<file path="config.mk">
export PLATFORM = sky130hd
export DESIGN_NAME = awbs_map
export DESIGN_NICKNAME = d
export VERILOG_FILES = /design/src/sv/awbs_pkg.sv /design/src/sv/awbs_map.sv
export SDC_FILE = /design/constraint.sdc
export NUM_CORES = 2
export LEC_CHECK = 0
export BUFFER_PORTS_ARGS = -buffer_cell sky130_fd_sc_hd__buf_2
export CORE_ASPECT_RATIO = 0.9
export CORE_UTILIZATION = 40
export CTS_BUF_LIST = sky130_fd_sc_hd__clkbuf_16
export DETAILED_ROUTE_END_ITERATION = 12
export PLACE_DENSITY = 0.62
export SETUP_SLACK_MARGIN = 0.5
export SYNTH_ARGS = -nofsm -noshare
export SYNTH_HDL_FRONTEND = slang
export SYNTH_SLANG_ARGS = --single-unit
export TNS_END_PERCENT = 10
</file>
<file path="constraint.sdc">
create_clock -name i_clk -period 8.15 [get_ports i_clk]
set_input_delay 0.4075 -clock i_clk [delete_from_list [all_inputs] [get_ports i_clk]]
set_output_delay 0.4075 -clock i_clk [all_outputs]
set_load 0.01 [all_outputs]
</file>
<file path="src/sv/awbs_pkg.sv">
`default_nettype none
package awbs_pkg;

    localparam int FRAME_WIDTH  = 128;
    localparam int FRAME_HEIGHT = 128;

    localparam int NUM_REGS = 6;

    // Frame is split over four memories by column and row parity, so the four
    // bilinear neighbors always sit in different banks.
    localparam int BANK_W     = (FRAME_WIDTH + 1) / 2;
    localparam int BANK_H     = (FRAME_HEIGHT + 1) / 2;
    localparam int BANK_DEPTH = BANK_W * BANK_H;
    localparam int BANK_AW    = (BANK_DEPTH > 1) ? $clog2(BANK_DEPTH) : 1;

    localparam logic signed [43:0] U_MAX = 44'(FRAME_WIDTH - 1) << 16;
    localparam logic signed [43:0] V_MAX = 44'(FRAME_HEIGHT - 1) << 16;

    typedef enum logic [2:0] {
        REG_COEF_XX  = 3'd0,
        REG_COEF_XY  = 3'd1,
        REG_OFFSET_X = 3'd2,
        REG_COEF_YX  = 3'd3,
        REG_COEF_YY  = 3'd4,
        REG_OFFSET_Y = 3'd5
    } t_reg_idx;

    localparam logic [31:0] COEF_ONE = 32'h0001_0000;

    typedef logic [NUM_REGS-1:0][31:0] t_coef;

    typedef struct packed {
        logic       func;
        logic [8:0] col;
        logic [8:0] row;
        logic [7:0] pixel_in;
    } t_in;

    typedef struct packed {
        logic [7:0] pixel_out;
        logic       outside;
    } t_out;

    // Mapped coordinate word, end of the address stages.
    typedef struct packed {
        logic               vld;
        logic               func;
        logic [8:0]         col;
        logic [8:0]         row;
        logic [7:0]         pix;
        logic signed [43:0] u;
        logic signed [43:0] v;
    } t_map;

    // Sample control that travels alongside the memory read data.
    typedef struct packed {
        logic       vld;
        logic       outside;
        logic       xodd;
        logic       yodd;
        logic       xclamp;
        logic       yclamp;
        logic [7:0] fx;
        logic [7:0] fy;
    } t_smp;

endpackage
`default_nettype wire

</file>
<file path="src/sv/awbs_map.sv">
`default_nettype none
module awbs_map (
    input  wire logic          i_clk,
    input  wire logic          i_rst_n,
    input  wire logic          i_en,
    input  wire logic          i_vld,
    input  wire awbs_pkg::t_in i_word,
    input  wire awbs_pkg::t_coef i_coef,
    output awbs_pkg::t_map     o_map
);
    import awbs_pkg::*;

    // stage 1: four 32x10 products
    logic               r_vld1;
    t_in                r_word1;
    logic signed [41:0] r_pxc, r_pxr, r_pyc, r_pyr;
    logic signed [41:0] n_pxc, n_pxr, n_pyc, n_pyr;
    logic signed [9:0]  col_s, row_s;

    // stage 2: sums
    t_map r_map;
    t_map n_map;

    assign col_s = $signed({1'b0, i_word.col});
    assign row_s = $signed({1'b0, i_word.row});

    assign n_pxc = $signed(i_coef[REG_COEF_XX]) * col_s;
    assign n_pxr = $signed(i_coef[REG_COEF_XY]) * row_s;
    assign n_pyc = $signed(i_coef[REG_COEF_YX]) * col_s;
    assign n_pyr = $signed(i_coef[REG_COEF_YY]) * row_s;

    always_comb begin
        n_map      = r_map;
        n_map.vld  = r_vld1;
        n_map.func = r_word1.func;
        n_map.col  = r_word1.col;
        n_map.row  = r_word1.row;
        n_map.pix  = r_word1.pixel_in;
        n_map.u    = 44'(r_pxc) + 44'(r_pxr) + 44'($signed(i_coef[REG_OFFSET_X]));
        n_map.v    = 44'(r_pyc) + 44'(r_pyr) + 44'($signed(i_coef[REG_OFFSET_Y]));
    end

    always_ff @(posedge i_clk) begin
        if (!i_rst_n) begin
            r_vld1    <= 1'b0;
            r_map.vld <= 1'b0;
        end else if (i_en) begin
            r_vld1 <= i_vld;
            r_map  <= n_map;
        end
    end

    always_ff @(posedge i_clk) begin
        if (i_en) begin
            r_word1 <= i_word;
            r_pxc   <= n_pxc;
            r_pxr   <= n_pxr;
            r_pyc   <= n_pyc;
            r_pyr   <= n_pyr;
        end
    end

    assign o_map = r_map;

endmodule
`default_nettype wire

</file>
==> impl_results.md <==
* Status: completed
* Hold_sp: i_word[6]
* Hold Slack at 41.4 ps
* Crit path DAT at 6850 ps
* Nets@finish at 7557
* Drt wl/cell at 18.2 µm
* Post-Synthesis Cells at 5673
* Non-filler cells, final at 7722
* Via density at 5.07
* R2R setup slack at 3820 ps
* YS warnings at 0
* Slew @ Worst Pin at 991 ps
* CTS tree: yes
* I/O pin total at 339
* Antenna viol nets, final at 0
* Register bit total from synthesis at 312
* Gr usage total at 0.207
* Most frequent cells in the layout: inv_1, fa_1, nand2_1
* Core Rows at 128
* Post-synthesis cell type with the largest combined area: fa_1
* Unique masters post-synth at 83
* Most common cell after layout, fill and taps aside: inv_1
* Drt pass-1 iters at 5
* Starting Density at 0.404
* Startpoint Class: primary input
* Hold Path Depth at 1
* Final worst-path cycle share at 0.806
* Final setup viols at 0
* Area Growth Syn to Fin at 8.59%
* Area of the multi-input gates at 0.0405 mm²
* Final HPWL DP at 116 mm
* Clock Latency Late Sink at 550 ps
* Max-slew violation count at 0
* RSZ-0062 raised after global routing: no
* Req. time, crit path at 8440 ps
* Register area share after synthesis at 0.170
* Clock-pin slew on the worst setup and hold paths at 60 ps
* 1st-iter DRT viols at 2171
* Max capacitance violation total at 0
* Critical path start-end classification: primary input to register
* Prevailing post-synth register cell: edfxtp_1
* Critical-path cell list: buf_2, buf_12, nand2_1, fa_1, inv_1, fa_1, fa_1, fa_1, inv_1, fa_1, inv_1, ha_1, inv_1, nor3_1, nand4_1, or4_1, a31oi_1, a21oi_1, o21a_1, o31ai_1, or4_1, nand3_1
* Placed insts at 7649
* CP Max Fanout at 32
* Top cell type's share of synthesized area at 0.372
* CORE AREA at 0.136 mm²
* Avg Cell Area, Syn at 9.68 µm²
* Die Span Y at 354 µm
* # DRC at 0
* Most used cell, CP: fa_1
* Cts hold-fix bufs at 7
* FF-to-FF path depth at 16
* R2r endpoint: o_map[41]$_DFFE_PP_
* CTS Root Buffer Type: clkbuf_16
* First-pass GRT wire length at 227 mm
* Clock Skews at 33.7 ps
* Vias in the first global route at 41300
* Net count after synthesis at 7358
* Number of synthesized flops with an enable pin at 310
* Max incr delay on CP at 610 ps
* Top area cells in the synthesized netlist: fa_1, edfxtp_1, ha_1
* Hold path endpoint: n_map[94]$_DFFE_PP_
* Clock tree buffer depth at 3
* Largest net degree at the start of global routing at 99
* Peak Freq at 152 MHz
* Fraction of layout cells with a size suffix above 1 at 0.0804
* Final hold vios at 0
* Setup TNS at 0 ps
* Hold Crit Class: primary input to register
* Fin crit period at 6570 ps
* Total wire length at 140 mm
* CP Capture Type: register
* Clock sinks at 312
* Filler Cells Inserted at 13200
* Mapped Area at 0.0549 mm²
* RePlAce Congestion at 0.880
* Post-CTS Setup Inserts at 0
* Routed vias at 39100
* Post_cts resized at 0
* Die Wd at 393 µm
* Async set-or-reset flop fraction in the synthesized netlist at 0
* PortBufs at 338
* CTS Buf Count at 34
* Slew headroom at 0.339
* Die area at 0.139 mm²
* Slowest stage cell, crit path: buf_2
* H-tree depth at 2
* Overflow after GRT at 0
* Initial antenna violation count at 25
* Reg area at 0.00935 mm²
* Worst r2r src: r_pyc[0]$_DFFE_PP_
-- cells in the mapped netlist, types with 39 or more instances --
| cell | n |
|---|---|
| nor2_1 | 105 |
| nand3_1 | 39 |
| nand2_1 | 786 |
| xnor2_1 | 178 |
| buf_1 | 54 |
| o21ai_0 | 105 |
| inv_1 | 1136 |
| a21o_1 | 121 |
| and2_1 | 478 |
| clkbuf_1 | 170 |
| o21bai_1 | 43 |
| a21oi_1 | 215 |
| fa_1 | 1022 |
| xor2_1 | 61 |
| ha_1 | 440 |
| edfxtp_1 | 310 |
-- per-layer routing --
layer | vias up | track usage | part of all wire
met1 | 20000 | 0.280 | 0.43
met3 | 147 | 0.0332 | 0.064
met4 | 30 | 0.0321 | 0.014
li1 | 18000 | - | -
met2 | 905 | 0.355 | 0.49
met5 | - | 0 | 0.0015
-- metrics by stage --
stage / worst slack [ps] / cell area, µm² / utilization
finish: 1580 / 59700 / 0.439
CTS: 1640 / 59600 / 0.439
floorplan: 1820 / 54900 / -
global placement: 1100 / 58400 / 0.430
global route: 1250 / 59600 / 0.439
detailed placement: 1090 / 58400 / 0.430
-- sequential cells by signal (all words and copies together) (netlist names) --
register  flops
o_map       116
r_pxc        42
r_pxr        42
r_pyr        42
r_pyc        42
n_map        27
r_vld1        1
-- critical path, delay by kind of cell --
family	cells	cell delay [ps]
adders and majority gates	6	2900
buffers and inverters	6	1140
and+or+nand+nor	6	1210
AOI/OAI and AO/OA	4	1130
-- cells by family (layout without fill, tap and decap cells) --
family          count (synthesis)  in the layout  share of synthesized area
xor+xnor                      239            239                     0.0381
simple gates                 1605           1605                      0.141
other cells                     0              5                          0
buf+inv                      1360           1584                     0.0929
flops                         312            312                      0.170
mux                             5              5                   0.000911
fa+ha+maj                    1462           1462                      0.473
compound gates                690            690                     0.0839
-- worst max path at each step --
stage / from / end / depth (start not counted)
4_1_cts: i_word[9] / r_pyr[40]$_DFFE_PP_ / 22
6_report: i_word[9] / r_pyr[40]$_DFFE_PP_ / 22
3_5_place_dp: i_word[9] / r_pyr[40]$_DFFE_PP_ / 22
2_1_floorplan: i_word[18] / r_pxc[41]$_DFFE_PP_ / 24
5_1_grt: i_word[9] / r_pyr[27]$_DFFE_PP_ / 22
3_3_place_gp: i_word[9] / r_pyr[27]$_DFFE_PP_ / 22
-- final cells by class --
type	count	share of cell area
tap	1820	0.0382
sequential	312	0.157
antenna	5	0.000210
clock inverter	26	0.00451
timing repair buffer	387	0.0356
multi-input combinational	4001	0.679
inverter	1136	0.0715
clock buffer	35	0.0147
Power is not shown: default switching activity piles up to over one toggle a cycle in this logic, so the estimate is an artifact.
