==> config.mk <==
export PLATFORM = sky130hd
export DESIGN_NAME = awbs_interp
export DESIGN_NICKNAME = d
export VERILOG_FILES = /design/src/sv/awbs_pkg.sv /design/src/sv/awbs_interp.sv
export SDC_FILE = /design/constraint.sdc
export NUM_CORES = 1
export LEC_CHECK = 0
export BUFFER_PORTS_ARGS = -buffer_cell sky130_fd_sc_hd__clkbuf_2
export CAP_MARGIN = 10
export CORE_MARGIN = 4
export CORE_UTILIZATION = 45
export CTS_CLUSTER_SIZE = 28
export DETAILED_ROUTE_END_ITERATION = 8
export MAX_ROUTING_LAYER = met4
export REMOVE_ABC_BUFFERS = 1
export SLEW_MARGIN = 10
export SYNTH_ARGS = -nofsm -noshare
export SYNTH_HDL_FRONTEND = slang
export SYNTH_SLANG_ARGS = --single-unit
==> constraint.sdc <==
create_clock -name i_clk -period 7.25 [get_ports i_clk]
set_input_delay 1.0875 -clock i_clk [delete_from_list [all_inputs] [get_ports i_clk]]
set_output_delay 1.0875 -clock i_clk [all_outputs]
set_load 0.01 [all_outputs]
==> src/sv/awbs_pkg.sv <==
`default_nettype none
package awbs_pkg;

    localparam int FRAME_WIDTH  = 128;
    localparam int FRAME_HEIGHT = 128;

    localparam int NUM_REGS = 6;

    // Frame is split over four memories by column and row parity, so the four
    // bilinear neighbors always sit in different banks.
    localparam int BANK_W     = (FRAME_WIDTH + 1) / 2;
    localparam int BANK_H     = (FRAME_HEIGHT + 1) / 2;
    localparam int BANK_DEPTH = BANK_W * BANK_H;
    localparam int BANK_AW    = (BANK_DEPTH > 1) ? $clog2(BANK_DEPTH) : 1;

    localparam logic signed [43:0] U_MAX = 44'(FRAME_WIDTH - 1) << 16;
    localparam logic signed [43:0] V_MAX = 44'(FRAME_HEIGHT - 1) << 16;

    typedef enum logic [2:0] {
        REG_COEF_XX  = 3'd0,
        REG_COEF_XY  = 3'd1,
        REG_OFFSET_X = 3'd2,
        REG_COEF_YX  = 3'd3,
        REG_COEF_YY  = 3'd4,
        REG_OFFSET_Y = 3'd5
    } t_reg_idx;

    localparam logic [31:0] COEF_ONE = 32'h0001_0000;

    typedef logic [NUM_REGS-1:0][31:0] t_coef;

    typedef struct packed {
        logic       func;
        logic [8:0] col;
        logic [8:0] row;
        logic [7:0] pixel_in;
    } t_in;

    typedef struct packed {
        logic [7:0] pixel_out;
        logic       outside;
    } t_out;

    // Mapped coordinate word, end of the address stages.
    typedef struct packed {
        logic               vld;
        logic               func;
        logic [8:0]         col;
        logic [8:0]         row;
        logic [7:0]         pix;
        logic signed [43:0] u;
        logic signed [43:0] v;
    } t_map;

    // Sample control that travels alongside the memory read data.
    typedef struct packed {
        logic       vld;
        logic       outside;
        logic       xodd;
        logic       yodd;
        logic       xclamp;
        logic       yclamp;
        logic [7:0] fx;
        logic [7:0] fy;
    } t_smp;

endpackage
`default_nettype wire

==> src/sv/awbs_interp.sv <==
`default_nettype none
module awbs_interp (
    input  wire logic           i_clk,
    input  wire logic           i_rst_n,
    input  wire logic           i_en,
    input  wire awbs_pkg::t_smp i_smp,
    input  wire logic [3:0][7:0] i_quad,
    output logic                o_vld,
    output awbs_pkg::t_out      o_word
);
    import awbs_pkg::*;

    logic [7:0]  p00, p10, p01, p11;
    logic [8:0]  wx0, wx1, wy0, wy1;
    logic [16:0] n_top, n_bot;
    logic [24:0] acc;

    logic        r_vld5, r_out5;
    logic [7:0]  r_fy5;
    logic [16:0] r_top, r_bot;

    logic        r_vld;
    t_out        r_word;
    t_out        n_word;

    // clamped neighbors fold back onto the nearest in-frame neighbor (p00, p01 or p10)
    assign p00 = i_quad[{i_smp.yodd, i_smp.xodd}];
    assign p10 = i_smp.xclamp ? p00 : i_quad[{i_smp.yodd, ~i_smp.xodd}];
    assign p01 = i_smp.yclamp ? p00 : i_quad[{~i_smp.yodd, i_smp.xodd}];
    assign p11 = i_smp.xclamp ? p01 :
                 (i_smp.yclamp ? p10 : i_quad[{~i_smp.yodd, ~i_smp.xodd}]);

    assign wx1 = {1'b0, i_smp.fx};
    assign wx0 = 9'd256 - wx1;
    assign n_top = 17'(p00) * 17'(wx0) + 17'(p10) * 17'(wx1);
    assign n_bot = 17'(p01) * 17'(wx0) + 17'(p11) * 17'(wx1);

    assign wy1 = {1'b0, r_fy5};
    assign wy0 = 9'd256 - wy1;
    assign acc = 25'(r_top) * 25'(wy0) + 25'(r_bot) * 25'(wy1);

    always_comb begin
        n_word.outside   = r_out5;
        n_word.pixel_out = r_out5 ? 8'd0 : acc[23:16];
    end

    always_ff @(posedge i_clk) begin
        if (!i_rst_n) begin
            r_vld5 <= 1'b0;
            r_vld  <= 1'b0;
        end else if (i_en) begin
            r_vld5 <= i_smp.vld;
            r_vld  <= r_vld5;
        end
    end

    always_ff @(posedge i_clk) begin
        if (i_en) begin
            r_out5 <= i_smp.outside;
            r_fy5  <= i_smp.fy;
            r_top  <= n_top;
            r_bot  <= n_bot;
            r_word <= n_word;
        end
    end

    assign o_vld  = r_vld;
    assign o_word = r_word;

endmodule
`default_nettype wire

==> results.md, run 1 <==
- Outcome: complete, no violations
- Post-Syn Area per Cell: 9.22 µm²
- H-tree levels: 2
- Clk sink count: 54
- Final Hold Vio Count: 0
- Mux share of post-synthesis cell area: 0.0279
- Main combinational cell family by area after synthesis: adder cells
- Hold path depth: 2
- Global Route Usage Sum: 0.212
- Initial Util: 0.454
- Top_reg_cell synth: edfxtp_1
- Met3 usage: 0.0147
- Layout area overhead: 10.6%
- Synth area leader: fa_1
- DR pass1 iterations: 5
- Drt total wl: 48.8 mm
- CTS tree: built
- CP required: between 7 and 8 ns
- Worst slack, placed: -0.324 ns
- Ys async rst share: 0
- Grt total ovfl: 0
- Worst-Skew Late Latency: ~0.32 ns
- Syn. warnings: 0
- Die H: 222 µm
- Antenna violations before repair: 0
- Remaining antenna violation count: 0
- CTS Buf Count: 5
- Mapped Area: roughly 21000 µm²
- Met1 global-route usage: 0.268
- Adder-cell share of the synthesized area: 0.551
- Vias in the first global route: 15929
- Cell mode on critical path: fa_1
- Die Width: 222 µm
- R2R setup slack: ~0.29 ns
- IO Count: 67
- # rows: 78
- Proportion of layout cells with a drive suffix above 1: 0.110
- Diode count: 0
- Gate Count Post-Synth: 2228
- CP Class: in -> reg
- Avg WL per Cell: 16.5 µm
- Synth top area share: 0.427
- Via count: 14634
- Clock Tree Root: clkbuf_16
- Worst setup margin: 0.274 ns
- Worst setup EP type: flip-flop
- DP Cell Count: 2956
- Fin crit share: 0.962
- Synth Area in Simple Gates: 0.166
- Sum of net half-perimeters after detailed placement: about 42 mm
- CP max FO: 7
- Final routed DRC violation total: 0
- Worst-path clk slew: 0.08 ns
- Minimum clock period: about 7 ns
- CTS Buffer Depth: 2
- Crit Reg-Reg Startpoint: r_fy5[0]
- GR Util met2: 0.377
- Sequential share of the synthesized area: 0.0780
- Number of synthesized flops with an enable pin: 52
- Post-synthesis xor/xnor area fraction: 0.0253
- Worst hold-check path type: reg -> reg
- Die area: between 40000 and 50000 µm²
- WHS Endpoint: o_vld
- Yosys reg bits: 54
- Setup violations, final: 0
- Worst-Margin Slew: 0.807 ns
- Crit Reg-Reg Endpoint: o_word[8]
- Post-synthesis cell type count: 50
- Slowest CP cell: fa_1
- RePlAce Congestion: around 0.92
- Min-delay src: o_vld
- First-pass GRT wire length: 82.1 mm
- Setup_tns: 0 ns
- Synth top cells by count: inv_1 (569), fa_1 (438), nand2_1 (316), and2_1 (286), ha_1 (203)
- Max-Cap Viols: 0
- Via density: 4.93
- Largest net degree at the start of global routing: 55
- Slew HR: 0.462
- Synth Area in Compound Gates: 0.0339
- Count leader, synth: inv_1
- Area contributors post-synth: fa_1 (43%), ha_1 (12%), inv_1 (10%)
- Nets: between 3000 and 4000
- CP startpoint kind: primary input
- Number of buffers added on ports: 66
- CP max stage delay: between 0.5 and 0.6 ns
- Clock Skew: 0.0122 ns
- Final max-slew violation count: 0
- Core Area: 45300 µm²
- Crit path DAT: 7.04 ns
- Reg2reg path depth: 25
- FMAX: around 140 MHz
- Layout Cells excl Fill: 2968
- Gr busiest metal: met2
- Iter 0 DRT Violations: 622
[timing repair]
item,in CTS,in global routing
endpoints found under the hold margin,0,0
pin swaps,0,2
hold buffers,0,0
setup endpoints to repair,2,15
gates cloned,0,1
resized for setup,3,26
buffers inserted,0,3
[stage by stage]
stage | util | hold WS, ns | area, µm²
after floorplan | - | 0.482 | 20200
after global placement | 0.495 | 0.496 | 22400
after detailed placement | 0.495 | 0.514 | 22400
after CTS | 0.499 | 0.536 | 22600
after global routing | 0.501 | 0.568 | 22700
final | 0.501 | 0.530 | 22700
[logic make-up (layout without fill, tap and decap cells)]
kind of cell             Yosys count  count (layout)
adder cells (fa/ha/maj)          641             641
flip-flops                        54              54
XOR/XNOR                          57              57
AO/OA/AOI/OAI                    113             113
buffers and inverters            643             783
AND/OR/NAND/NOR                  684             684
multiplexers                      36              36
[critical path: cells and delay by family]
kind                     cells  cell delay (ns)
multiplexers                 1             0.51
XOR/XNOR                     2             0.30
AO/OA/AOI/OAI                6             1.04
buffers and inverters        8             0.86
AND/OR/NAND/NOR              2             0.23
adder cells (fa/ha/maj)      7             3.00
[sequential cells by signal, summed over array words and instances, names as in the netlist]
register and cells:
r_bot 17, r_fy5 8, o_word 9, o_vld 1
r_vld5 1, r_out5 1, r_top 17
[per-layer routing]
metal,vias to the layer above,part of all wire
met5,-,0
met4,0,0.020
met1,7466,0.42
met2,257,0.53
li1,6865,-
met3,46,0.028
[cell type report]
| class | instances | area (µm²) |
|---|---|---|
| Multi-Input combinational cell | 1531 | 16600 |
| Clock buffer | 6 | 129 |
| Sequential cell | 54 | 1600 |
| Tap cell | 600 | 751 |
| Inverter | 569 | 2140 |
| Clock inverter | 2 | 12.5 |
| Timing Repair Buffer | 206 | 1460 |
| Fill cell | 4346 | 22600 |
[worst max path at each step]
stage / end / start / depth (start not counted)
final: r_bot[14] / i_smp[18] / 26
after floorplan: r_bot[16] / i_smp[18] / 22
after global routing: r_top[16] / i_smp[19] / 27
after global placement: r_top[16] / i_smp[10] / 23
after detailed placement: r_top[16] / i_smp[10] / 23
after CTS: o_word[8] / r_fy5[4] / 22
[layout by cell type (no fill, tap or decap), drive strengths merged, types with 2 or more instances in the layout]
cell,Yosys,final
a211o,4,4
nand2b,3,3
xnor2,38,38
o21bai,4,4
mux4,16,16
nor2b,6,6
a2111oi,4,4
buf,18,140
o21ai,38,38
and3,4,4
nand3,13,13
nand2,316,316
nor3,17,17
a21o,12,12
edfxtp,52,52
or3,2,2
ha,203,203
nor4,3,3
mux2,10,10
o21a,6,6
a21oi,32,32
nor3b,3,3
clkbuf,56,72
and2,286,286
dfxtp,2,2
inv,569,570
a221oi,2,2
fa,438,438
or2,3,3
mux2i,10,10
xor2,18,18
nor2,23,23
o31ai,5,5
Power of run 1 is left out: the tool's default activity adds up to more than one toggle a clock period on the data nets, which glitch-free logic cannot reach.
==> inputs of run 2 (changes only) <==
--- a/config.mk
+++ b/config.mk
@@ -13,6 +13,7 @@
 export DETAILED_ROUTE_END_ITERATION = 8
 export MAX_ROUTING_LAYER = met4
 export REMOVE_ABC_BUFFERS = 1
+export SKIP_CTS_REPAIR_TIMING = 1
 export SLEW_MARGIN = 10
 export SYNTH_ARGS = -nofsm -noshare
 export SYNTH_HDL_FRONTEND = slang
==> constraint.sdc (replaced) <==
create_clock -name i_clk -period 7.25 [get_ports i_clk]
set_input_delay 1.45 -clock i_clk [delete_from_list [all_inputs] [get_ports i_clk]]
set_output_delay 1.45 -clock i_clk [all_outputs]
set_load 0.1 [all_outputs]
==> run 2 against run 1 <==
Against the previous run: sequential cell count is the same; setup slack lost 0.26 ns; design area grew 4.7%.
==> results.md, run 2 (synthesis gave the netlist of run 1 again) <==
- Setup violations, final: 0 (unchanged)
- Critical path depth in cells: 24 (-7.7%)
- Number of buffers added on ports: 66 (unchanged)
- Worst-Skew Late Latency: 0.32 ns (about the same)
- Crit path cell chain: buf_8, xnor2_4, buf_6, buf_4, buf_4, mux4_2, and2_1, fa_1, ha_4, fa_1, fa_1, inv_1, fa_1, inv_1, fa_1, ha_4, inv_1, o21bai_2, a2111oi_4, buf_4, o31ai_4, a211o_1, a21oi_2, xnor2_1
- Die area: 49100 µm² (unchanged)
- Slew HR: 0.463 (+0.00131)
- Post-route cell area: 23800 µm² (+4.7%)
- Proportion of layout cells with a drive suffix above 1: 0.163 (+0.0525)
- RSZ-0062 raised after global routing: true
- Via density: 4.96 (+0.57%)
- Clk sink count: 54 (unchanged)
- Cell mode on critical path: fa_1
- Cell Area, Placed: 22800 µm² (+1.5%)
- Filler cell count: 4179 (-3.8%)
- Global Route Usage Sum: 0.213 (+0.00159)
- Avg WL per Cell: 16.5 µm (+0.48%)
- IO Count: 67 (unchanged)
- CTS tree: built
- CP Class: in -> reg
- Largest net degree at the start of global routing: 55 (unchanged)
- CP required: 7.32 ns (about the same)
- Worst setup EP type: flip-flop
- Most frequent cells in the layout: inv_1 (568), fa_1 (434), nand2_1 (307)
- Minimum clock period: 7.24 ns (+0.265 ns)
- CTS Buf Count: 5 (unchanged)
- RePlAce Congestion: 0.863 (-6.4%)
- Layout area overhead: 15.8%
- Final max-slew violation count: 0 (unchanged)
- Clock Tree Root: clkbuf_16
- CTS Buffer Depth: 2 (unchanged)
- Clock Skew: 0.0103 ns (-0.00188 ns)
- # rows: 78 (unchanged)
- Fin crit share: 0.999 (+0.0365)
- Antenna violations before repair: 1 (+1)
- Setup_tns: 0 ns (unchanged)
- Commonest non-fill, non-tap cell in the layout: inv_1
- Buf+Inv Stages, Crit Path: 8 (unchanged)
- DR pass1 iterations: 5 (unchanged)
- Worst-Margin Slew: 0.805 ns (-0.00197 ns)
- Max-Cap Viols: 0 (unchanged)
- Nets: 3137 (+2.3%)
- Worst hold-check path type: reg -> reg
- Remaining antenna violation count: 0 (unchanged)
- Final Hold Vio Count: 0 (unchanged)
- Via count: 15080 (+3.0%)
- CP max FO: 4 (-3)
- Hold path depth: 2 (unchanged)
- Die H: 222 µm (unchanged)
- Grt total ovfl: 0 (unchanged)
- Core Area: 45300 µm² (unchanged)
- Iter 0 DRT Violations: 739 (+19%)
- CP max stage delay: 0.60 ns (+0.05 ns)
- Outcome: complete, no violations
- Worst Hold Slack: 0.530 ns (-0.000282 ns)
- Slowest CP cell: mux4_2
- Final routed DRC violation total: 0 (unchanged)
- Vias in the first global route: 16190 (+1.6%)
- Top delay family on crit path: adder cells
- CP startpoint kind: primary input
- Drt total wl: 50.3 mm (+3.0%)
- Crit path DAT: 7.32 ns (+0.28 ns)
- Sum of net half-perimeters after detailed placement: 43.0 mm (+1.8%)
- Reg2reg path depth: 24 (-4.0%)
- Worst-path clk slew: 0.09 ns (about the same)
- First-pass GRT wire length: 83.3 mm (+1.4%)
- Post-layout util: 0.525 (+0.0238)
- FMAX: 138 MHz (-3.7%)
- Initial Util: 0.454 (unchanged)
- Die Width: 222 µm (unchanged)
- H-tree levels: 2 (unchanged)
==> run 2: worst register-to-register path, delay by kind of cell (launching register included) <==
family | cells | cell delay, ns
adder cells (fa/ha/maj) | 8 | 3.51
AO/OA/AOI/OAI | 6 | 1.15
buffers and inverters | 6 | 0.52
flip-flops | 1 | 0.51
AND/OR/NAND/NOR | 2 | 0.43
multiplexers | 1 | 0.35
XOR/XNOR | 1 | 0.27
==> run 2: through the flow <==
| step | setup WS (ns) | std cells |
|---|---|---|
| floorplan | -0.786 | 2154 |
| global placement | -0.493 | 3004 |
| detailed placement | -0.632 | 3004 |
| CTS | -0.293 | 3012 |
| global route | -0.197 | 3041 |
| finish | 0.00941 | 3041 |
==> run 2: layout make-up <==
| class | instances | area [µm²] | share of cell area |
|---|---|---|---|
| clock buffers | 5 | 125 | 0.00526 |
| well taps | 600 | 751 | 0.0316 |
| multi-input cells | 1531 | 17100 | 0.717 |
| inverters | 569 | 2140 | 0.0898 |
| flip-flops and latches | 54 | 1600 | 0.0673 |
| repair buffers | 278 | 2090 | 0.0878 |
| diodes | 1 | 2.50 | 0.000105 |
| clock inverters | 3 | 28.8 | 0.00121 |
==> run 2: final timing paths <==
check	slack [ns]	endpoint	startpoint
setup / recovery	0.009	r_bot[16]	i_smp[16]
hold / removal	0.53	o_vld	o_vld
setup reg to reg	0.27	o_word[8]	r_fy5[1]
hold reg to reg	0.53	o_vld	o_vld
==> run 2: per-layer routing <==
metal	routed length, µm	vias to the layer above	global-route usage
met1	21400	7728	0.277
met4	1460	0	0.0588
met3	1490	68	0.0152
li1	-	7017	-
met5	0	-	-
met2	26000	267	0.366
Power of run 2 is left out for the same reason.
==> inputs of run 3 (changes only) <==
--- a/config.mk
+++ b/config.mk
@@ -11,8 +11,10 @@
 export CORE_UTILIZATION = 45
 export CTS_CLUSTER_SIZE = 28
 export DETAILED_ROUTE_END_ITERATION = 8
+export HOLD_SLACK_MARGIN = 0.05
 export MAX_ROUTING_LAYER = met4
 export REMOVE_ABC_BUFFERS = 1
+export SETUP_SLACK_MARGIN = 0.05
 export SKIP_CTS_REPAIR_TIMING = 1
 export SLEW_MARGIN = 10
 export SYNTH_ARGS = -nofsm -noshare
==> run 3 against run 2 <==
Against the previous run: the flow now finishes with violations (setup timing); setup slack worse by 0.017 ns; wire length up 0.15%; sequential cell count unchanged; sequential share of layout area about the same; die area unchanged; worst hold slack about the same; final cell count down 0.13%; clock skew down 0.0012 ns; first-iteration DRC count down 1.4%.
==> results.md, run 3 (synthesis gave the netlist of run 1 again) <==
- Fin crit share: 1.00 (+0.00233)
- Die H: 222 µm (unchanged)
- Worst-Skew Late Latency: 0.32 ns (about the same)
- Filler cell count: 4187 (+0.19%)
- Worst setup EP type: flip-flop
- Clock Tree Root: clkbuf_16
- Largest net degree at the start of global routing: 55 (unchanged)
- Post-layout util: 0.524 (-0.000995)
- Max-Cap Viols: 0 (unchanged)
- Most frequent cells in the layout: inv_1 (564), fa_1 (437), nand2_1 (315)
- Worst hold-check path type: reg -> reg
- CP startpoint kind: primary input
- Slew HR: 0.457 (-0.00590)
- R2R setup slack: 0.28 ns (about the same)
- CTS tree: built
- Drt total wl: 50.3 mm (+0.15%)
- Setup violations, final: 1 (+1)
- Proportion of layout cells with a drive suffix above 1: 0.158 (-0.00466)
- Die area: 49100 µm² (unchanged)
- Avg WL per Cell: 16.6 µm (+0.28%)
- CTS Buffer Depth: 2 (unchanged)
- CTS Buf Count: 5 (unchanged)
- Setup_tns: -0.00748 ns (-0.00748 ns)
- CP required: 7.32 ns (about the same)
- Worst-Margin Slew: 0.814 ns (+0.00885 ns)
- Final max-slew violation count: 0 (unchanged)
- Worst Hold Slack: 0.530 ns (+0.000167 ns)
- Worst-path clk slew: 0.09 ns (about the same)
- Met3 usage: 0.0152 (unchanged)
- Sum of net half-perimeters after detailed placement: 43.0 mm (unchanged)
- Number of buffers added on ports: 66 (unchanged)
- Vias in the first global route: 16190 (unchanged)
- FMAX: 138 MHz (-0.23%)
- Met1 global-route usage: 0.277 (unchanged)
- Layout area overhead: 15.6%
- CP Class: in -> reg
- # rows: 78 (unchanged)
- H-tree levels: 2 (unchanged)
- Clock Skew: 0.00910 ns (-0.00121 ns)
- Critical Path Start: i_smp[16]
- Minimum clock period: 7.26 ns (+0.0169 ns)
- Global Route Usage Sum: 0.213 (unchanged)
- Min-delay src: o_vld
- Nets: 3133 (-0.13%)
- Grt total ovfl: 0 (unchanged)
- First-pass GRT wire length: 83.3 mm (unchanged)
- Antenna violations before repair: 1 (unchanged)
- Final Hold Vio Count: 0 (unchanged)
- Core Area: 45300 µm² (unchanged)
- Gr busiest metal: met2
- Cell Area, Placed: 22800 µm² (unchanged)
- RePlAce Congestion: 0.863 (unchanged)
- Via density: 4.99 (+0.65%)
- Remaining antenna violation count: 0 (unchanged)
- IO Count: 67 (unchanged)
- Via count: 15158 (+0.52%)
- Commonest non-fill, non-tap cell in the layout: inv_1
- CP max FO: 5 (+1)
- Iter 0 DRT Violations: 729 (-1.4%)
- Initial Util: 0.454 (unchanged)
- Post-route cell area: 23700 µm² (-0.19%)
- Crit path DAT: 7.33 ns (about the same)
- Crit Reg-Reg Startpoint: r_fy5[1]
- Failing checks: setup timing
- Final routed DRC violation total: 0 (unchanged)
- Worst setup margin: -0.00748 ns (-0.0169 ns)
- GR Util met2: 0.366 (unchanged)
- Die Width: 222 µm (unchanged)
- RSZ-0062 raised after global routing: true
- Clk sink count: 54 (unchanged)
- DR pass1 iterations: 6 (+1)
- Outcome: finished with violations
[run 3: worst max-delay path, stage by stage]
cell,delay (ns)
buf_8,0.10
xnor2_4,0.17
buf_6,0.14
mux4_2,0.54
nand2_2,0.09
o21ai_2,0.05
buf_4,0.14
buf_6,0.12
and2_4,0.15
fa_1,0.48
inv_1,0.05
fa_1,0.47
inv_1,0.05
fa_1,0.48
fa_1,0.54
fa_1,0.49
inv_1,0.05
fa_1,0.49
inv_2,0.04
ha_4,0.21
a21o_1,0.19
a21oi_2,0.19
o31ai_4,0.11
a211o_1,0.31
a21oi_2,0.14
xnor2_1,0.07
[run 3: per-layer routing]
metal / vias up / wire length, µm
met1: 7767 / 21400
met2: 312 / 26000
met4: 0 / 1520
met5: - / 0
met3: 70 / 1490
li1: 7009 / -
[run 3: worst paths after layout]
path,end,cells past startpoint
max,r_bot[16],26
min,o_vld,2
max reg2reg,o_word[8],24
min reg2reg,o_vld,2
[run 3: cell type report]
type / count / area (µm²) / share of cell area
Multi-Input combinational cell: 1531 / 17000 / 0.717
Clock inverter: 3 / 28.8 / 0.00121
Tap cell: 600 / 751 / 0.0316
Clock buffer: 5 / 125 / 0.00527
Antenna cell: 1 / 2.50 / 0.000105
Sequential cell: 54 / 1600 / 0.0675
Inverter: 569 / 2140 / 0.0900
Timing Repair Buffer: 274 / 2080 / 0.0876
[run 3: metrics by stage]
| stage | setup WS, ns | cells |
|---|---|---|
| global route | -0.224 | 3037 |
| finish | -0.00748 | 3037 |
| CTS | -0.293 | 3012 |
| floorplan | -0.786 | 2154 |
| detailed placement | -0.632 | 3004 |
| global placement | -0.493 | 3004 |
Power of run 3 is left out for the same reason.
